[config.mk]
export PLATFORM = sky130hd
export DESIGN_NAME = cpq_controller
export DESIGN_NICKNAME = d
export VERILOG_FILES = /design/src/rtl/core/cpq_pkg.sv /design/src/rtl/core/cpq_controller.sv
export SDC_FILE = /design/constraint.sdc
export NUM_CORES = 1
export LEC_CHECK = 0
export ABC_AREA = 1
export BUFFER_PORTS_ARGS = -buffer_cell sky130_fd_sc_hd__buf_2
export CORE_AREA = 10 10 47 49
export DETAILED_ROUTE_END_ITERATION = 10
export DIE_AREA = 0 0 57 59
export GPL_TIMING_DRIVEN = 0
export PLACE_DENSITY = 0.42
export REMOVE_ABC_BUFFERS = 1
export SYNTH_ARGS = -nofsm -noshare
export SYNTH_HDL_FRONTEND = slang
export SYNTH_SLANG_ARGS = --single-unit
[constraint.sdc]
create_clock -name aclk -period 0.8 [get_ports aclk]
set_input_delay 0.16 -clock aclk [delete_from_list [all_inputs] [get_ports aclk]]
set_output_delay 0.16 -clock aclk [all_outputs]
set_load 0.1 [all_outputs]
[src/rtl/core/cpq_pkg.sv]
// Shared constants, codes and types for the class priority queue.
`timescale 1ns / 1ps

package cpq_pkg;

    localparam int QUEUE_DEPTH = 32;
    localparam int HANDLE_BITS = 16;
    localparam int NUM_CLASSES = 5;

    localparam int ID_W      = 64;
    localparam int TYPE_W    = 3;
    localparam int REF_W     = 16;
    localparam int CMD_W     = 2;
    localparam int CNT_OUT_W = 6;
    localparam int DROP_W    = 32;

    localparam int SLOT_W    = (QUEUE_DEPTH > 1) ? $clog2(QUEUE_DEPTH) : 1;
    localparam int CNT_W     = $clog2(QUEUE_DEPTH + 1);
    localparam int SUM_W     = CNT_W + 1;
    localparam int MEM_DEPTH = NUM_CLASSES * QUEUE_DEPTH;
    localparam int IDX_W     = $clog2(MEM_DEPTH);
    localparam int CLS_W     = $clog2(NUM_CLASSES);

    localparam logic [CMD_W-1:0] CMD_ENQ   = 2'd0;
    localparam logic [CMD_W-1:0] CMD_POP   = 2'd1;
    localparam logic [CMD_W-1:0] CMD_CLEAR = 2'd2;

    localparam logic [TYPE_W-1:0] PT_CONFIG   = 3'd0;
    localparam logic [TYPE_W-1:0] PT_ACK      = 3'd1;
    localparam logic [TYPE_W-1:0] PT_TEXT     = 3'd2;
    localparam logic [TYPE_W-1:0] PT_SNAPSHOT = 3'd3;
    localparam logic [TYPE_W-1:0] PT_PRESENCE = 3'd5;
    localparam logic [TYPE_W-1:0] PT_PROBE    = 3'd6;

    localparam logic [CLS_W-1:0] CLS_CONFIG   = 3'd0;
    localparam logic [CLS_W-1:0] CLS_ACK      = 3'd1;
    localparam logic [CLS_W-1:0] CLS_TEXT     = 3'd2;
    localparam logic [CLS_W-1:0] CLS_SNAPSHOT = 3'd3;
    localparam logic [CLS_W-1:0] CLS_VIDEO    = 3'd4;

    typedef struct packed {
        logic capture;
        logic exec;
        logic rd_en;
        logic load_out;
    } cpq_ctl_t;

    typedef struct packed {
        logic is_pop;
    } cpq_sts_t;

    typedef struct packed {
        logic [ID_W-1:0]        id;
        logic [HANDLE_BITS-1:0] handle;
        logic                   reliable;
        logic [TYPE_W-1:0]      ptype;
    } entry_t;

    function automatic logic [CLS_W-1:0] class_of(input logic [TYPE_W-1:0] ptype);
        logic [CLS_W-1:0] cls;
        unique case (ptype)
            PT_CONFIG:             cls = CLS_CONFIG;
            PT_ACK, PT_PROBE:      cls = CLS_ACK;
            PT_TEXT, PT_PRESENCE:  cls = CLS_TEXT;
            PT_SNAPSHOT:           cls = CLS_SNAPSHOT;
            default:               cls = CLS_VIDEO;
        endcase
        return cls;
    endfunction

endpackage

[src/rtl/core/cpq_controller.sv]
// Controller: sequences capture, execute and result load; owns both handshakes.
`timescale 1ns / 1ps

module cpq_controller import cpq_pkg::*; (
    input  logic     aclk,
    input  logic     aresetn,
    input  logic     s_valid,
    output logic     s_ready,
    output logic     m_valid,
    input  logic     m_ready,
    output cpq_ctl_t ctl,
    input  cpq_sts_t sts
);

    typedef enum logic [2:0] {
        ST_IDLE   = 3'b001,
        ST_EXEC   = 3'b010,
        ST_RESULT = 3'b100
    } state_t;

    state_t state_reg, state_next;
    logic   out_full_reg, out_full_next;

    always_comb begin
        state_next   = state_reg;
        ctl          = '0;
        s_ready      = 1'b0;
        unique case (state_reg)
            ST_IDLE: begin
                s_ready     = 1'b1;
                ctl.capture = s_valid;
                if (s_valid) begin
                    state_next = ST_EXEC;
                end
            end
            ST_EXEC: begin
                ctl.exec   = 1'b1;
                ctl.rd_en  = sts.is_pop;
                state_next = ST_RESULT;
            end
            ST_RESULT: begin
                // Hold until the result register is free.
                ctl.load_out = !out_full_reg || m_ready;
                if (ctl.load_out) begin
                    state_next = ST_IDLE;
                end
            end
            default: begin
                state_next = ST_IDLE;
            end
        endcase

        if (ctl.load_out) begin
            out_full_next = 1'b1;
        end else if (m_ready) begin
            out_full_next = 1'b0;
        end else begin
            out_full_next = out_full_reg;
        end
    end

    always_ff @(posedge aclk) begin
        if (!aresetn) begin
            state_reg    <= ST_IDLE;
            out_full_reg <= 1'b0;
        end else begin
            state_reg    <= state_next;
            out_full_reg <= out_full_next;
        end
    end

    assign m_valid = out_full_reg;

endmodule

# Word-level counts from Yosys, hierarchy flattened
# Index checks and enable logic that the tools add are counted.
[totals]
word_cells = 20
reg_bits = 4
in_bits = 5
output_inout_bits = 6
[op_classes]
mux = 9
n_reduce_logical = 4
eq_ne = 5
[op_table]
columns = ["cell", "count"]
rows = [
  ["$pmux W3 S3", 1],
  ["$mux W3", 2],
  ["$mux W1", 5],
  ["$ne A2 B2 Y1 const B", 2],
  ["$eq A3 B1 Y1 const B", 1],
  ["$eq A3 B2 Y1 const B", 1],
  ["$eq A3 B3 Y1 const B", 1],
  ["$mux W2", 1],
  ["$reduce_and A2 Y1", 1],
  ["$reduce_bool A2 Y1", 1],
  ["$logic_not A1 Y1", 1],
  ["$logic_or A1 B1 Y1", 1],
]

# Depth between registers and ports, before layout
# Gate-level depths: netlist (run 1).
[logic_depth]
depth_word = 4
mapped_depth = 6
ltp_nobuf = 6

# Worst setup path after synthesis (run 1)
# No wires, ideal clock.
[synth_timing]
path_kind = "flip-flop to output port"
from = "register state_reg[2]"
to = "output port ctl[3] (netlist name)"
arrival_ns = 1.759
path_buffers = 0
stages_incl_launch_ff = 4
required_time_ns = 0.640
setup_slack_ns = -1.119
cell_sequence = "dfxtp_1 -> inv_2 -> nand3_2 -> nor2_1"
[synth_lines]
columns = ["element", "line_no", "source"]
rows = [
  ["from (decl)", "cpq_controller.sv:21", "state_t state_reg, state_next;"],
  ["from (signal assigned)", "cpq_controller.sv:67", "state_reg <= state_next;"],
  ["to (decl)", "cpq_controller.sv:11", "output cpq_ctl_t ctl,"],
]

==> results of run 1 <==
-- layer usage --
layer,vias to the layer above,wire [microns],track usage (%)
li1,146,-,-
met1,132,256,3.44
met2,10,422,8.99
met3,2,69,3.86
met4,0,17,4.03
met5,-,0,0
-- stage by stage --
stage                     power [mW]  util, %  hold WS (ps)  cell area, sq um
after floorplan                0.434        -           331               231
after global routing           0.969     40.8           220               572
final                          0.910     40.8           206               572
after global placement         0.474     21.5           440               302
after CTS                      0.881     37.1           198               519
after detailed placement       0.476     21.5           437               302
-- layout make-up --
cell class / instances / share of cell area (%)
clock buffers: 3 / 3.94
well taps: 16 / 3.50
inverters: 10 / 8.32
flip-flops and latches: 4 / 15.8
repair buffers: 20 / 40.3
multi-input cells: 18 / 28.2
-- report_power, final --
part / internal (mW) / switching (mW)
clock: 0.167 / 0.0778
sequential: 0.215 / 0.0262
combinational: 0.175 / 0.249
-- cell families after synthesis --
logic type | after synthesis | synth area share (%)
flops | 4 | 33.5
compound gates | 2 | 4.19
simple gates | 16 | 43.5
buf+inv | 11 | 18.8
-- critical path, stage by stage (launching register included) --
cell	delay [ps]
dfxtp_4	360
nor2_4	110
nand2_2	60
nor2_4	140
buf_12	180
-- final timing paths --
| path | endpoint | start | slack, ps | cells past startpoint |
|---|---|---|---|---|
| setup / recovery | ctl[0] | state_reg[1]$_SDFFE_PN0P_ | -450 | 4 |
| hold / removal | m_valid$_SDFFE_PN0P_ | aresetn | 210 | 3 |
| setup reg to reg | state_reg[0]$_SDFFE_PN1P_ | m_valid$_SDFFE_PN0P_ | -240 | 7 |
| hold reg to reg | state_reg[2]$_SDFFE_PN0P_ | state_reg[2]$_SDFFE_PN0P_ | 580 | 2 |
-- synth_stat cells --
master	number
inv_1	6
dfxtp_1	4
inv_2	3
nor2_2	3
a21oi_1	2
nand2_1	2
nand3_1	2
nand3_2	2
nor2_1	2
nor2_4	2
buf_4	1
clkinv_1	1
nand2_2	1
nand4_1	1
nor3_1	1
-- timing repair --
action / in CTS / in global routing
pin swaps: 6 / 6
gates resized for setup: 42 / 11
setup buffers: 6 / 5
setup endpoints to repair: 9 / 10
==> summary.md, run 1 <==
| Metric | Value |
|---|---|
| Status | `finished, violations left` |
| Violated checks | `setup timing` |
| Clock sinks | `4` |
| Ant. Diodes | `0` |
| Count of cell types in the netlist | `15` |
| Final wirelength | `about 770 microns` |
| Core area | `0.00140 sq mm` |
| Initial DRC count | `5` |
| Tot GR Track Use | `5.05%` |
| Setup crit end kind | `primary output` |
| Htree depth | `1` |
| Register area | `roughly 90 sq um` |
| CP startpoint kind | `flop` |
| PD cells | `about 1600 mW/mm^2` |
| Routed Antenna Nets | `0` |
| VDD IR max | `slightly above 0.001 V` |
| Port Buf Inserts | `10` |
| Slew headroom | `between 80 and 90%` |
| Final setup violation count | `10` |
| Crit share post-route | `156%` |
| Post-layout min period | `roughly 1300 ps` |
| Maxcap violations | `0` |
| First-pass GRT wire length | `approximately 1300 microns` |
| Dpl ws | `-434 ps` |
| HP Class | `input port to flop` |
| Syn_area_per_cell | `between 7 and 8 sq um` |
| RSZ-0062 raised after global routing | `yes` |
| Final Max Slew Viols | `0` |
| #FFs+latches synth | `4` |
| DIE AREA | `around 0.0034 sq mm` |
| Routed WL per cell | `between 10 and 15 microns` |
| Initial Utilization | `between 10% and 20%` |
| Fmax | `799 MHz` |
| Synthesis warning total | `0` |
| DRC violations left | `0` |
| Non-Filler Instances | `slightly above 70` |
| Clk pin slew, worst setup/hold paths | `~40 ps` |
| Grt total ovfl | `0` |
| Nets | `between 60 and 70` |
| Area leader, netlist | `dfxtp_1` |
| Filler cell count | `about 150` |
| Worst skew pair latency | `230 ps` |
| Initial DRT Pass Iterations | `2` |
| Initial antenna violation count | `0` |
| Max FO, Critical Path | `3` |
| Setup TNS | `-2880 ps` |
| Final worst setup slack | `-452 ps` |
| Max reg flops | `3` |
| Pin count of the biggest net entering global routing | `5` |
| CTS Hold Bufs | `0` |
| Synth area leaders | `dfxtp_1 34%, inv_1 9.4%, nor2_4 9.4%` |
| LEAKAGE | `about 0.26 nW` |
| CP Class | `flop to primary output` |
| Post-synthesis sequential area ratio | `roughly a third` |
| Vias post-DR | `290` |
| Mapped Cells | `33` |
| Final count of hold timing violations | `0` |
| RePlAce Congestion | `0.717` |
| Cell Area, Synth | `239 sq um` |
| Req. time, crit path | `about 640 ps` |
| CTS tree | `built` |
| Synth top area share | `between 30% and 40%` |
| Maximum clock path buffer count | `2` |
| Area of the multi-input gates | `about 160 sq um` |
| Placed Cells | `58` |
| Row cnt | `14` |
| Vias in the first global route | `313` |
| Die H | `between 50 and 60 microns` |
| CTS root buf | `clkbuf_4` |
| CTS Buf Count | `3` |
| Commonest non-fill, non-tap cells in the layout | `6 x buf_12, 6 x buf_4, 5 x nor2_4` |
| Clk_skew | `a little under 4 ps` |
| Worst EP arrival | `about 1100 ps` |
| Die width | `~57 microns` |
| Post-DR vias/cell | `approximately 4` |
| Post-DP HPWL | `464 microns` |
| Io pins | `11` |
| Area grow syn2layout | `139%` |
| Slew @ Worst Pin | `roughly 190 ps` |
| Share of layout cells above drive strength 1 | `85.5%` |
Note: power is estimated with default switching activity, not from simulation.
==> inputs of run 2 (changes only) <==
Settings changed: ABC_AREA 1 to unset, PLACE_DENSITY 0.42 to 0.41.
==> summary.md, run 2 <==
| Metric | Value |
|---|---|
| Status | `finished, violations left (unchanged)` |
| Violated checks | `setup timing (unchanged)` |
| Cell Area, Synth | `231 sq um (was 239 sq um)` |
| Setup crit end kind | `primary output (unchanged)` |
| Post-DP HPWL | `494 microns (was 464 microns)` |
| Routed Antenna Nets | `0 (unchanged)` |
| Tot Pwr | `0.702 mW (was 0.910 mW)` |
| Post-synthesis sequential area ratio | `34.6% (was 33.5%)` |
| FFs w/ async S/R, synth | `0% (unchanged)` |
| Count of cell types in the netlist | `15 (unchanged)` |
| Crit-path cells | `nor3b_4, nor2b_4, buf_12 (was nor2_4, nand2_2, nor2_4, buf_12)` |
| VDD IR max | `0.000610 V (was 0.00101 V)` |
| Commonest non-fill, non-tap cells in the layout | `4 x buf_2, 4 x dfxtp_4, 4 x buf_12, 3 x clkbuf_4, 3 x buf_4 (was 6 x buf_12, 6 x buf_4, 5 x nor2_4)` |
| Synth area leaders | `dfxtp_1 35%, o311ai_2 7.0%, nor3b_1 6.5% (was dfxtp_1 34%, inv_1 9.4%, nor2_4 9.4%)` |
| Register area | `95.1 sq um (was 90.1 sq um)` |
| CP startpoint kind | `flop (unchanged)` |
| Synth Area in XOR/XNOR | `0% (unchanged)` |
| CP delay by family, top | `simple AND/OR/NAND/NOR gates (was flip-flops)` |
| Final setup violation count | `9 (was 10)` |
| DRC violations left | `0 (unchanged)` |
| Synth Area in Adders | `0% (unchanged)` |
| Post-synth EDFFs | `0 (unchanged)` |
| Share of layout cells above drive strength 1 | `75.0% (was 85.5%)` |
| Slowest cell on crit path | `dfxtp_4 (unchanged)` |
| Simple-Gate Fraction of Synth Area | `47.6% (was 43.5%)` |
| Port Buf Inserts | `10 (unchanged)` |
| Die H | `59 microns (unchanged)` |
| DIE AREA | `0.00336 sq mm (unchanged)` |
| Fmax | `750 MHz (was 799 MHz)` |
| LEAKAGE | `0.170 nW (was 0.257 nW)` |
| Final count of hold timing violations | `0 (unchanged)` |
| First-pass GRT wire length | `1120 microns (was 1270 microns)` |
| PD cells | `1560 mW/mm^2 (was 1590 mW/mm^2)` |
| Largest stage delay on the critical path | `370 ps (was 360 ps)` |
| Most common cell in the netlist | `dfxtp_1 (was inv_1)` |
| Clk pin slew, worst setup/hold paths | `40 ps (about the same)` |
| Clk_skew | `0.363 ps (was 3.87 ps)` |
| Initial antenna violation count | `0 (unchanged)` |
| Crit share post-route | `167% (was 156%)` |
| Post-synthesis mux area share | `0% (unchanged)` |
| Vias in the first global route | `250 (was 313)` |
| Ant. Diodes | `0 (unchanged)` |
| Post-layout min period | `1330 ps (was 1250 ps)` |
| Non-Filler Instances | `52 (was 71)` |
| Htree depth | `1 (unchanged)` |
| Hold slack final | `155 ps (was 206 ps)` |
| Area grow syn2layout | `94.1% (was 139%)` |
| HP Class | `input port to flop (unchanged)` |
| CTS Buf Count | `3 (unchanged)` |
| Final wirelength | `692 microns (was 765 microns)` |
| Primary FF master, synth | `dfxtp_1 (unchanged)` |
| Initial DRC count | `0 (was 5)` |
| Max FO, Critical Path | `6 (was 3)` |
| Final worst setup slack | `-532 ps (was -452 ps)` |
| Row cnt | `14 (unchanged)` |
| CP Class | `flop to primary output (unchanged)` |
| Tot GR Track Use | `4.53% (was 5.05%)` |
| Initial Utilization | `16.5% (was 17.1%)` |
| Dpl ws | `-694 ps (was -434 ps)` |
| Clock sinks | `4 (unchanged)` |
| Final Max Slew Viols | `0 (unchanged)` |
| Post-DR vias/cell | `4.10 (was 4.08)` |
| Grt total ovfl | `0 (unchanged)` |
| Area leader, netlist | `dfxtp_1 (unchanged)` |
| Area of the multi-input gates | `178 sq um (was 161 sq um)` |
| #FFs+latches synth | `4 (unchanged)` |
| Slew @ Worst Pin | `281 ps (was 192 ps)` |
| CTS root buf | `clkbuf_4 (unchanged)` |
| Compound-Gate Fraction of Synth Area | `14.6% (was 4.19%)` |
| Slew headroom | `81.4% (was 87.2%)` |
| Vias post-DR | `213 (was 290)` |
| Most frequent cells after synthesis | `4 x dfxtp_1, 2 x and2_1, 2 x nand2b_1, 2 x nor2b_1, 2 x nor3b_1 (was 6 x inv_1, 4 x dfxtp_1, 3 x inv_2, 3 x nor2_2)` |
| Routed WL per cell | `13.3 microns (was 10.8 microns)` |
| Syn_area_per_cell | `10.5 sq um (was 7.24 sq um)` |
| Io pins | `11 (unchanged)` |
| Mapped Cells | `22 (was 33)` |
| CTS tree | `built (unchanged)` |
| Initial DRT Pass Iterations | `1 (was 2)` |
| Maxcap violations | `0 (unchanged)` |
| Die width | `57 microns (unchanged)` |
| Worst EP arrival | `1170 ps (was 1090 ps)` |
| Largest family of logic cells by synthesized area | `simple AND/OR/NAND/NOR gates (unchanged)` |
| Synthesis warning total | `0 (unchanged)` |
| Req. time, crit path | `640 ps (about the same)` |
| Filler cell count | `152 (was 149)` |
| Nets | `43 (was 62)` |
| Setup TNS | `-2980 ps (was -2880 ps)` |
| RePlAce Congestion | `0.646 (was 0.717)` |
| Synth top area share | `34.6% (was 33.5%)` |
| Worst path bufs/invs | `1 (unchanged)` |
| RSZ-0062 raised after global routing | `yes (unchanged)` |
| Worst skew pair latency | `230 ps (about the same)` |
| Pin count of the biggest net entering global routing | `9 (was 5)` |
| Maximum clock path buffer count | `2 (unchanged)` |
| Placed Cells | `47 (was 58)` |
| Core area | `0.00140 sq mm (unchanged)` |
| Max reg flops | `3 (unchanged)` |
==> run 2: cell types whose count changed in the layout (fill, tap and decap cells not counted), moves of 3 or more <==
cell and delta:
inv_1 -3, buf_6 -3, inv_4 -4, buf_4 -3, inv_2 -3, nor2_4 -5
==> run 2: logic make-up after synthesis <==
kind of cell | count (synthesis)
buf+inv | 1
flops | 4
compound gates | 4
simple gates | 13
==> run 2: where the power goes <==
part | internal (mW) | switching, mW | leakage [nW]
registers | 0.203 | 0.0200 | 0.0351
logic | 0.0813 | 0.144 | 0.121
clock network | 0.168 | 0.0855 | 0.0138
==> run 2: cell type report <==
type	count	share of cell area, %
clock buffers	3	5.01
multi-input cells	17	39.6
flip-flops and latches	4	21.2
well taps	16	4.46
repair buffers	12	29.8
==> run 2: through the flow <==
stage,area (sq um),util (%)
floorplan,224,-
global placement,294,21.0
detailed placement,294,21.0
CTS,447,31.9
global route,449,32.1
finish,449,32.1
==> run 2: worst paths after layout <==
kind              cells after the start  slack [ps]                 startpoint                        end
setup reg to reg                      3        -230  state_reg[2]$_SDFFE_PN0P_  state_reg[0]$_SDFFE_PN1P_
setup / recovery                      3        -530  state_reg[2]$_SDFFE_PN0P_                     ctl[0]
hold reg to reg                       2         540       m_valid$_SDFFE_PN0P_  state_reg[2]$_SDFFE_PN0P_
hold / removal                        2         160                    aresetn  state_reg[0]$_SDFFE_PN1P_
==> run 2: metal layers <==
layer | GRT usage (%) | wire length, microns
met5 | 0 | 0
met4 | 5.03 | 0
met3 | 3.65 | 87
met2 | 5.89 | 302
met1 | 4.14 | 301
==> run 2: what timing repair did <==
item                       4_1_cts  5_1_grt
pin swaps                        4        2
gates resized for setup         34        1
setup buffers                    2        0
setup endpoints to repair        9       10
hold buffers                     0        0
==> inputs of run 3 (changes only) <==
Settings changed: CELL_PAD_IN_SITES_DETAIL_PLACEMENT set to 1, CELL_PAD_IN_SITES_GLOBAL_PLACEMENT set to 1, PLACE_DENSITY 0.41 to 0.51.
==> summary.md, run 3 (same netlist as run 2, synthesis figures left out) <==
| Metric | Value |
|---|---|
| Status | `finished, violations left (unchanged)` |
| Violated checks | `setup timing (unchanged)` |
| Die width | `57 microns (unchanged)` |
| Htree depth | `1 (unchanged)` |
| Most common cell after layout, fill and taps aside | `buf_12` |
| Tot Pwr | `0.719 mW (was 0.702 mW)` |
| DIE AREA | `0.00336 sq mm (unchanged)` |
| CP Class | `flop to primary output (unchanged)` |
| Final setup violation count | `10 (was 9)` |
| Slowest cell on crit path | `dfxtp_4 (unchanged)` |
| Initial Utilization | `16.5% (unchanged)` |
| CTS Buf Count | `3 (unchanged)` |
| Area grow syn2layout | `121% (was 94.1%)` |
| Share of layout cells above drive strength 1 | `80.0% (was 75.0%)` |
| Clk_skew | `0.797 ps (was 0.363 ps)` |
| Hold_sp | `aresetn (unchanged)` |
| FF-to-FF Start | `state_reg[2]$_SDFFE_PN0P_ (unchanged)` |
| Register area | `95.1 sq um (unchanged)` |
| Setup TNS | `-3130 ps (was -2980 ps)` |
| Req. time, crit path | `640 ps (about the same)` |
| Dpl ws | `-697 ps (was -694 ps)` |
| Post-layout min period | `1350 ps (was 1330 ps)` |
| HP Class | `input port to flop (unchanged)` |
| CP startpoint kind | `flop (unchanged)` |
| Initial DRC count | `1 (was 0)` |
| Post-DR vias/cell | `4.34 (was 4.10)` |
| Ant. Diodes | `0 (unchanged)` |
| Worst skew pair latency | `230 ps (about the same)` |
| VDD IR max | `0.000584 V (was 0.000610 V)` |
| Tot GR Track Use | `4.93% (was 4.53%)` |
| Fmax | `741 MHz (was 750 MHz)` |
| Final worst setup slack | `-549 ps (was -532 ps)` |
| RePlAce Congestion | `0.598 (was 0.646)` |
| PD cells | `1410 mW/mm^2 (was 1560 mW/mm^2)` |
| Pin count of the biggest net entering global routing | `9 (unchanged)` |
| Die H | `59 microns (unchanged)` |
| Initial antenna violation count | `0 (unchanged)` |
| Routed WL per cell | `13.4 microns (was 13.3 microns)` |
| Crit share post-route | `169% (was 167%)` |
| Row cnt | `14 (unchanged)` |
| Slew @ Worst Pin | `225 ps (was 281 ps)` |
| Io pins | `11 (unchanged)` |
| Maxcap violations | `0 (unchanged)` |
| Commonest non-fill, non-tap cells in the layout | `5 x buf_12, 4 x buf_2, 4 x dfxtp_4, 4 x buf_4, 3 x clkbuf_4 (was 4 x buf_2, 4 x dfxtp_4, 4 x buf_12, 3 x clkbuf_4, 3 x buf_4)` |
| Final wirelength | `753 microns (was 692 microns)` |
| Vias post-DR | `243 (was 213)` |
| Largest stage delay on the critical path | `380 ps (was 370 ps)` |
| Filler cell count | `165 (was 152)` |
| Vias in the first global route | `264 (was 250)` |
| Setup crit end kind | `primary output (unchanged)` |
| Crit-path cells | `nor3b_4, nor2b_4, buf_12 (unchanged)` |
| Maximum clock path buffer count | `2 (unchanged)` |
| CTS tree | `built (unchanged)` |
| Routed Antenna Nets | `0 (unchanged)` |
| Crit path launch | `state_reg[2]$_SDFFE_PN0P_ (unchanged)` |
| CTS root buf | `clkbuf_4 (unchanged)` |
| Port Buf Inserts | `10 (unchanged)` |
| Final count of hold timing violations | `0 (unchanged)` |
| Core area | `0.00140 sq mm (unchanged)` |
| First-pass GRT wire length | `1260 microns (was 1120 microns)` |
| Clock sinks | `4 (unchanged)` |
| Post-layout util | `36.4% (was 32.1%)` |
| CTS Hold Bufs | `0 (unchanged)` |
| Area of the multi-input gates | `186 sq um (was 178 sq um)` |
| Clk pin slew, worst setup/hold paths | `40 ps (about the same)` |
| Max reg flops | `3 (unchanged)` |
| Nets | `47 (was 43)` |
| Worst EP arrival | `1190 ps (was 1170 ps)` |
| Grt total ovfl | `0 (unchanged)` |
| LEAKAGE | `0.199 nW (was 0.170 nW)` |
| Slew headroom | `84.8% (was 81.4%)` |
| RSZ-0062 raised after global routing | `yes (unchanged)` |
| Max FO, Critical Path | `6 (unchanged)` |
| Initial DRT Pass Iterations | `2 (was 1)` |
| DRC violations left | `0 (unchanged)` |
| Final Max Slew Viols | `0 (unchanged)` |
run 3: final cells by class:
type	instances	area share (%)
Multi-Input combinational cell	17	36.5
Timing Repair Buffer	16	36.5
Sequential cell	4	18.6
Clock buffer	3	4.41
Tap cell	16	3.92
run 3: where the power goes:
group / switching, mW / leakage (nW) / internal [mW] / total (mW)
sequential: 0.0232 / 0.0351 / 0.203 / 0.227
clock: 0.0830 / 0.0138 / 0.168 / 0.251
combinational: 0.144 / 0.150 / 0.0967 / 0.241
total: 0.251 / 0.199 / 0.468 / 0.719
run 3: layer usage:
metal	vias up	share of wire [%]	GRT usage, %
met2	9	53	7.75
met1	111	41	4.63
met4	0	0	5.03
li1	123	-	-
met5	-	0	0
met3	0	6.4	2.15
run 3: per-stage QoR:
step	hold WS [ps]	instance area, sq um	std cells
2_1_floorplan	233	224	21
5_1_grt	145	510	56
3_5_place_dp	387	294	47
6_report	147	510	56
4_1_cts	138	449	53
3_3_place_gp	383	294	47
run 3: final timing paths:
path / endpoint / slack, ps / cells after the start
max: ctl[0] / -550 / 3
min: state_reg[0]$_SDFFE_PN1P_ / 150 / 2
min reg2reg: state_reg[2]$_SDFFE_PN0P_ / 530 / 2
max reg2reg: state_reg[0]$_SDFFE_PN1P_ / -150 / 3
run 3: critical path, delay by kind of cell, from the launching register on:
| family | cells | cell delay, ps |
|---|---|---|
| AND/OR/NAND/NOR | 2 | 390 |
| buffers and inverters | 1 | 180 |
| flip-flops | 1 | 380 |
run 3: what timing repair did:
item                                    in CTS  in global routing
pin swaps                                    4                  0
endpoints found under the setup margin      10                 10
resized for setup                           34                  9
buffers inserted                             3                  3
